`config.mk`:
```
export PLATFORM = sky130hd
export DESIGN_NAME = spt_mul
export DESIGN_NICKNAME = d
export VERILOG_FILES = /design/src/rtl/spt_pkg.sv /design/src/rtl/spt_mul.sv
export SDC_FILE = /design/constraint.sdc
export NUM_CORES = 2
export LEC_CHECK = 0
export ABC_AREA = 1
export ABC_CLOCK_PERIOD_IN_PS = 18250
export BUFFER_PORTS_ARGS = -buffer_cell sky130_fd_sc_hd__buf_2
export CORE_ASPECT_RATIO = 1.1
export CORE_MARGIN = 5
export CORE_UTILIZATION = 44
export DETAILED_ROUTE_END_ITERATION = 6
export PLACE_DENSITY = 0.62
export SETUP_SLACK_MARGIN = 0.1
export SLEW_MARGIN = 20
export SYNTH_ARGS = -nofsm -noshare
export SYNTH_HDL_FRONTEND = slang
export SYNTH_SLANG_ARGS = --single-unit
```
`constraint.sdc`:
```
create_clock -name clock -period 18.25 [get_ports clock]
set_input_delay 0.9125 -clock clock [delete_from_list [all_inputs] [get_ports clock]]
set_output_delay 0.9125 -clock clock [all_outputs]
set_load 0.01 [all_outputs]
```
`src/rtl/spt_pkg.sv`:
```
// ----------------------------------------------------------------------------
// spt_pkg: shared types and constants for stereo point triangulation
// Register indexes, reset values, fixed field widths and pipeline depths used
// by the top level and its arithmetic units.
// ----------------------------------------------------------------------------
package spt_pkg;

   // fixed field widths
   localparam int CSR_W      = 20;  // intrinsic register, unsigned Q12.8
   localparam int PIX_W      = 16;  // pixel coordinate, unsigned Q12.4
   localparam int PIX_FRAC   = 4;   // shift that brings Q12.4 to Q12.8
   localparam int DIF_W      = 21;  // center minus coordinate, signed
   localparam int PRD_W      = 42;  // intrinsic times difference, signed
   localparam int MAG_W      = 41;  // magnitude of a cross term
   localparam int SQ_W       = 41;  // sum of two squared focal lengths
   localparam int POS_W      = 24;  // output coordinate, signed 1/16 mm

   // pipeline shape
   localparam int QUO_BITS   = POS_W;         // quotient bits resolved
   localparam int MUL_STAGES = 3;             // stages of each wide multiplier
   localparam int DIV_LAT    = QUO_BITS + 3;  // register depth of one divider

   // register indexes
   typedef enum logic [2:0] {
      CSR_FOCAL_LEFT_X   = 3'd0,
      CSR_FOCAL_LEFT_Y   = 3'd1,
      CSR_CENTER_LEFT_X  = 3'd2,
      CSR_CENTER_LEFT_Y  = 3'd3,
      CSR_FOCAL_RIGHT_X  = 3'd4,
      CSR_FOCAL_RIGHT_Y  = 3'd5,
      CSR_CENTER_RIGHT_X = 3'd6,
      CSR_CENTER_RIGHT_Y = 3'd7
   } csr_index_type;

   // register reset values
   localparam logic [CSR_W-1:0] RST_FOCAL_LEFT_X   = 20'd336918;
   localparam logic [CSR_W-1:0] RST_FOCAL_LEFT_Y   = 20'd337003;
   localparam logic [CSR_W-1:0] RST_CENTER_LEFT_X  = 20'd129638;
   localparam logic [CSR_W-1:0] RST_CENTER_LEFT_Y  = 20'd95446;
   localparam logic [CSR_W-1:0] RST_FOCAL_RIGHT_X  = 20'd337460;
   localparam logic [CSR_W-1:0] RST_FOCAL_RIGHT_Y  = 20'd337469;
   localparam logic [CSR_W-1:0] RST_CENTER_RIGHT_X = 20'd132366;
   localparam logic [CSR_W-1:0] RST_CENTER_RIGHT_Y = 20'd118687;

   // signs of the cross terms, carried beside the products
   typedef struct packed {
      logic w_neg;
      logic q_neg;
      logic d1_neg;
   } sign_type;

   // signs of the three numerators
   typedef struct packed {
      logic x_neg;
      logic y_neg;
      logic z_neg;
   } dir_type;

endpackage

```
`src/rtl/spt_mul.sv`:
```
// ----------------------------------------------------------------------------
// spt_mul: pipelined unsigned multiplier
// Splits operand b into STAGES digits and adds one partial product a * digit
// per stage into a running sum.
// ----------------------------------------------------------------------------
module spt_mul #(
   parameter int A_W    = 41,
   parameter int B_W    = 41,
   parameter int STAGES = 3
) (
   input  logic               clock,
   input  logic               en,
   input  logic [A_W-1:0]     a,
   input  logic [B_W-1:0]     b,
   output logic [A_W+B_W-1:0] p
);
   import spt_pkg::*;

   localparam int DG_W = (B_W + STAGES - 1) / STAGES;
   localparam int BP_W = DG_W * STAGES;
   localparam int P_W  = A_W + B_W;

   logic [A_W-1:0]  a_ff   [STAGES-1];
   logic [BP_W-1:0] b_ff   [STAGES-1];
   logic [P_W-1:0]  acc_ff [STAGES];

   for (genvar s = 0; s < STAGES; s++) begin : g_stage
      logic [A_W-1:0]      a_cur;
      logic [BP_W-1:0]     b_cur;
      logic [P_W-1:0]      acc_cur;
      logic [A_W+DG_W-1:0] part;

      // pick up operands from the previous stage
      if (s == 0) begin : g_first
         assign a_cur   = a;
         assign b_cur   = BP_W'(b);
         assign acc_cur = '0;
      end else begin : g_next
         assign a_cur   = a_ff[s-1];
         assign b_cur   = b_ff[s-1];
         assign acc_cur = acc_ff[s-1];
      end

      // one digit of b per stage
      assign part = a_cur * b_cur[s*DG_W +: DG_W];

      always_ff @(posedge clock) begin
         if (en) begin
            acc_ff[s] <= acc_cur + (P_W'(part) << (s * DG_W));
         end
      end

      // carry operands forward to the stages that still need them
      if (s < STAGES - 1) begin : g_carry
         always_ff @(posedge clock) begin
            if (en) begin
               a_ff[s] <= a_cur;
               b_ff[s] <= b_cur;
            end
         end
      end
   end

   assign p = acc_ff[STAGES-1];

endmodule

```
# [Yosys cells after proc, flatten, opt, wreduce, memory -nomap -nowiden]
# Memories as Yosys holds them, arrays and structs flattened.
# Index checks and enable logic that the tools add are counted.
[op_classes] shifts=0 order_cmp=0 n_bitwise=0 add_sub_neg=2 n_reduce_logical=0 eq_ne=0 n_div=0 multipliers=3 n_mux=2
[ops] operator="41-bit by 14-bit multiplier with 55-bit output" n=2
[ops] operator="82-bit by 69-bit adder with 82-bit output" n=1
[ops] operator="82-bit adder" n=1
[ops] operator="41-bit by 14-bit multiplier with 54-bit output" n=1
[ops] operator="1-bit 2-to-1 mux" n=2
[word_totals] ff_bits=0 latchBits=0 out_inout_bits=82 memories=3 rom_bits=0 mem_bits_rw=412 word_cells=10
[mem_list] memory="acc_ff" words=3 width=82 rd=3 rd_clocked_by_memory_dff=0 write_ports=3 line_no="spt_mul.sv:25" text="logic [P_W-1:0] acc_ff [STAGES];"
[mem_list] memory="b_ff" words=2 width=42 rd=2 rd_clocked_by_memory_dff=0 write_ports=2 line_no="spt_mul.sv:24" text="logic [BP_W-1:0] b_ff [STAGES-1];"
[mem_list] memory="a_ff" words=2 width=41 rd=2 rd_clocked_by_memory_dff=0 write_ports=2 line_no="spt_mul.sv:23" text="logic [A_W-1:0] a_ff [STAGES-1];"

# [Longest topological paths before layout]
# An unclocked memory read counts as a cell.
[depth] ltp_word=3 ltp_mapped=43 depth_no_buf=41

# [Worst setup path before layout]
# OpenSTA, ideal clock, no wires.
[synth_path] path_kind="register -> register" start="mem b_ff[0][75] in the netlist's numbering" end="mem acc_ff[0][240] in the netlist's numbering (data pin)" setup_slack_ns=11.085 arrival_time_ns=6.908 stages_incl_launch_ff=34 cell_sequence="edfxtp_1 clkbuf_1 clkbuf_1 nand2_1 fa_1 fa_1 fa_1 inv_1 fa_1 fa_1 inv_1 fa_1 inv_1 ha_1 nand2_1 nor2_1 nand3_1 nand3b_1 nand2_1 o311ai_0 xor2_1 ha_1 nand2_1 nor2_1 inv_1 nor2_1 inv_1 nor4_1 nand3_1 nand3_1 a21o_1 nand2_2 o21bai_1 nand2_1"
[synth_lines] item="from (decl)" line_no="spt_mul.sv:24"
[synth_lines] item="to (decl)" line_no="spt_mul.sv:25"

==> results.ini <==
[timing]
period_share_pct=48.2
slew_violations=0
fin_worst_skew_ns=0.0480
finalSetupViolCount=0
setup_tns_ns=0
min_period_ns=8.79
hold_viol=0
rsz0062_at_grt=false
holdWs_ns=0.417
worst_slew_pin_slew_ns=1.13
relSlewSlack_pct=24.5
timing.fmax_mhz=114

[die]
start_util_pct=44.2
pin_count=166
die_y_um=436
die_w_um=397
dieArea_um2=173000
core_region_area_um2=164000
rows=156

[setup_path]
r2r-start=a_ff[0][54]
arrival_ns=9.18
cp_top_family=adder cells
r2r_slack_ns=9.46
critPathRequiredTime_ns=18.64
crit_end=acc_ff[0][240]
r2r_end=acc_ff[0][240]
crit_path_start=a_ff[0][54]
cp_num_cells=31
worst_path_largest_cell_delay_ns=1.01
ff2ff_path_depth=31
slowest_stage=edfxtp_1
path_max_fanout=13
startpoint_type=register
worstSetupPathType=reg2reg
worst-path-buf-inv=6
cp-end-kind=register

[cts]
clock_latency_ns=0.65
postCtsHoldBufs=0
post_cts_buffers=0
ctsResizeCount=0
h-tree-depth=2
cts_buffers=42
clkTransAtPathRegs_ns=0.07
clk_path_buf_depth=3
cts-root-buf=clkbuf_16
cts_tree=yes
clock_sinks=329

[drt]
dr.first_iter.drc_count=3419
ant_nets=0
num_vias=57200
detail_route.wl_per_cell_um=19.7
via_per_inst=5.04
dr.pass1.iters=5
wl_mm=224
drc=0

[logic_synthesis]
syn_nets=11200
syn_avg_cell_area_um2=7.84
synth_cells=9259
synth_ff_type=edfxtp_1
synth-edff-count=329
ys_ff_latch=329
ys_seq_area_share_pct=13.6
yosysWarnings=0
synthDistinctLibCells=52
async_flop_share_pct=0
synth_area_um2=72600

[run]
drv_cap=0

[global_routing]
grt_pass1_wl_mm=357
antenna_found_initial=5
grt_pass1_vias=63400
grt_max_degree=81
grt_overflow_total=0
gr-usage-all-layers_pct=26.5

[placed_design]
io_buffers=165
gp_congestion=0.983
hpwl_mm=182

[cells_and_area]
nFillCells=16400
area_delta_synth_final_pct=4.83
drive_gt1_share_pct=3.78
nets=11000

[worst_hold_path]
min_path_type=reg2reg

[status]
status=completed

-- stage by stage --
| step | setup slack [ns] | util [%] | std cells | instance area, µm² |
|---|---|---|---|---|
| 2_1_floorplan | 11.09 | - | 9259 | 72600 |
| 3_3_place_gp | 9.60 | 45.5 | 11300 | 74700 |
| 3_5_place_dp | 9.58 | 45.5 | 11300 | 74700 |
| 4_1_cts | 9.55 | 46.4 | 11300 | 76100 |
| 5_1_grt | 9.01 | 46.4 | 11400 | 76100 |
| 6_report | 9.46 | 46.4 | 11400 | 76100 |
-- synth_stat cells, types with 7 or more instances --
master | count | share of area (%)
nor4_1 | 14 | 0.12
o21ai_1 | 10 | 0.069
inv_2 | 9 | 0.047
a31oi_1 | 48 | 0.41
edfxtp_1 | 329 | 14
o21ai_0 | 112 | 0.77
buf_1 | 33 | 0.17
buf_4 | 82 | 0.85
xnor2_1 | 92 | 1.1
ha_1 | 475 | 8.2
nor3_1 | 24 | 0.17
nor2_1 | 355 | 1.8
and2_1 | 10 | 0.086
fa_1 | 1358 | 37
clkbuf_1 | 295 | 1.5
nor2_2 | 27 | 0.23
nand2_1 | 2757 | 14
nand4_1 | 36 | 0.31
xor2_1 | 130 | 1.6
o31ai_1 | 7 | 0.072
a21o_1 | 29 | 0.30
a21oi_1 | 250 | 1.7
nand2_2 | 14 | 0.12
o21bai_1 | 27 | 0.28
inv_1 | 2544 | 13
o21a_1 | 12 | 0.12
nand3_1 | 133 | 0.92
-- how the worst min path moves through the flow --
stage                       start              to  slack [ns]  depth (start not counted)
floorplan           acc_ff[0][82]  acc_ff[0][164]        0.40                          0
global placement    acc_ff[0][82]  acc_ff[0][164]        0.40                          0
detailed placement  acc_ff[0][83]  acc_ff[0][165]        0.40                          0
CTS                         b[26]     b_ff[0][26]        0.40                          1
global route                b[26]     b_ff[0][26]        0.42                          1
finish              acc_ff[0][10]   acc_ff[0][92]        0.42                          0
-- cells by family (layout without fill, tap and decap cells) --
group	count (synthesis)	after routing	synth area share (%)
AND/OR/NAND/NOR	3396	3396	18.4
buffers and inverters	2963	2841	15.7
adder cells (fa/ha/maj)	1833	1833	45.6
AO/OA/AOI/OAI	516	516	3.99
flip-flops	329	329	13.6
XOR/XNOR	222	222	2.68
other	0	2	0
-- sequential cells by signal (all words and copies together) (netlist names) --
signal and cells:
b_ff 40, acc_ff 207, a_ff 82
-- area by class of cell --
cell class	count	area, µm²	area share [%]
repair buffers	212	1190	1.56
diodes	2	5.00	0.00657
clock inverters	29	304	0.399
multi-input cells	5967	51300	67.4
well taps	2212	2770	3.64
flip-flops and latches	329	9880	13.0
clock buffers	47	1090	1.43
inverters	2553	9580	12.6
-- layer usage --
metal | vias to the layer above | wire, µm | part of all wire, % | track usage [%]
li1 | 26300 | - | - | -
met1 | 28700 | 86200 | 38 | 31.1
met2 | 1713 | 115000 | 51 | 48.3
met3 | 510 | 11200 | 5.0 | 3.15
met4 | 2 | 11900 | 5.3 | 11.9
met5 | - | 12 | 0.0054 | 0
-- cells in the final DEF, fill, tap and decap left out, types with 6 or more instances in the layout --
cell type,synthesis,layout
buf_2,0,164
inv_2,9,9
edfxtp_1,329,329
a21o_1,29,29
o21bai_1,27,27
buf_4,82,47
o21ai_0,112,112
clkbuf_16,0,43
nor2_1,355,355
o21a_1,12,12
and2_1,10,10
a21oi_1,250,250
o31ai_1,7,7
inv_6,0,7
nand2_2,14,14
a31oi_1,48,48
nor2_2,27,27
nor3_1,24,24
o21ai_1,10,10
inv_1,2544,2544
nand2_1,2757,2757
nand3_1,133,133
xor2_1,130,130
ha_1,475,475
fa_1,1358,1358
nand4_1,36,36
xnor2_1,92,92
nor4_1,14,14
clkinv_1,0,6
Power is left out: the tool's default activity adds up to more than one toggle a clock period on the data nets, which glitch-free logic cannot reach.
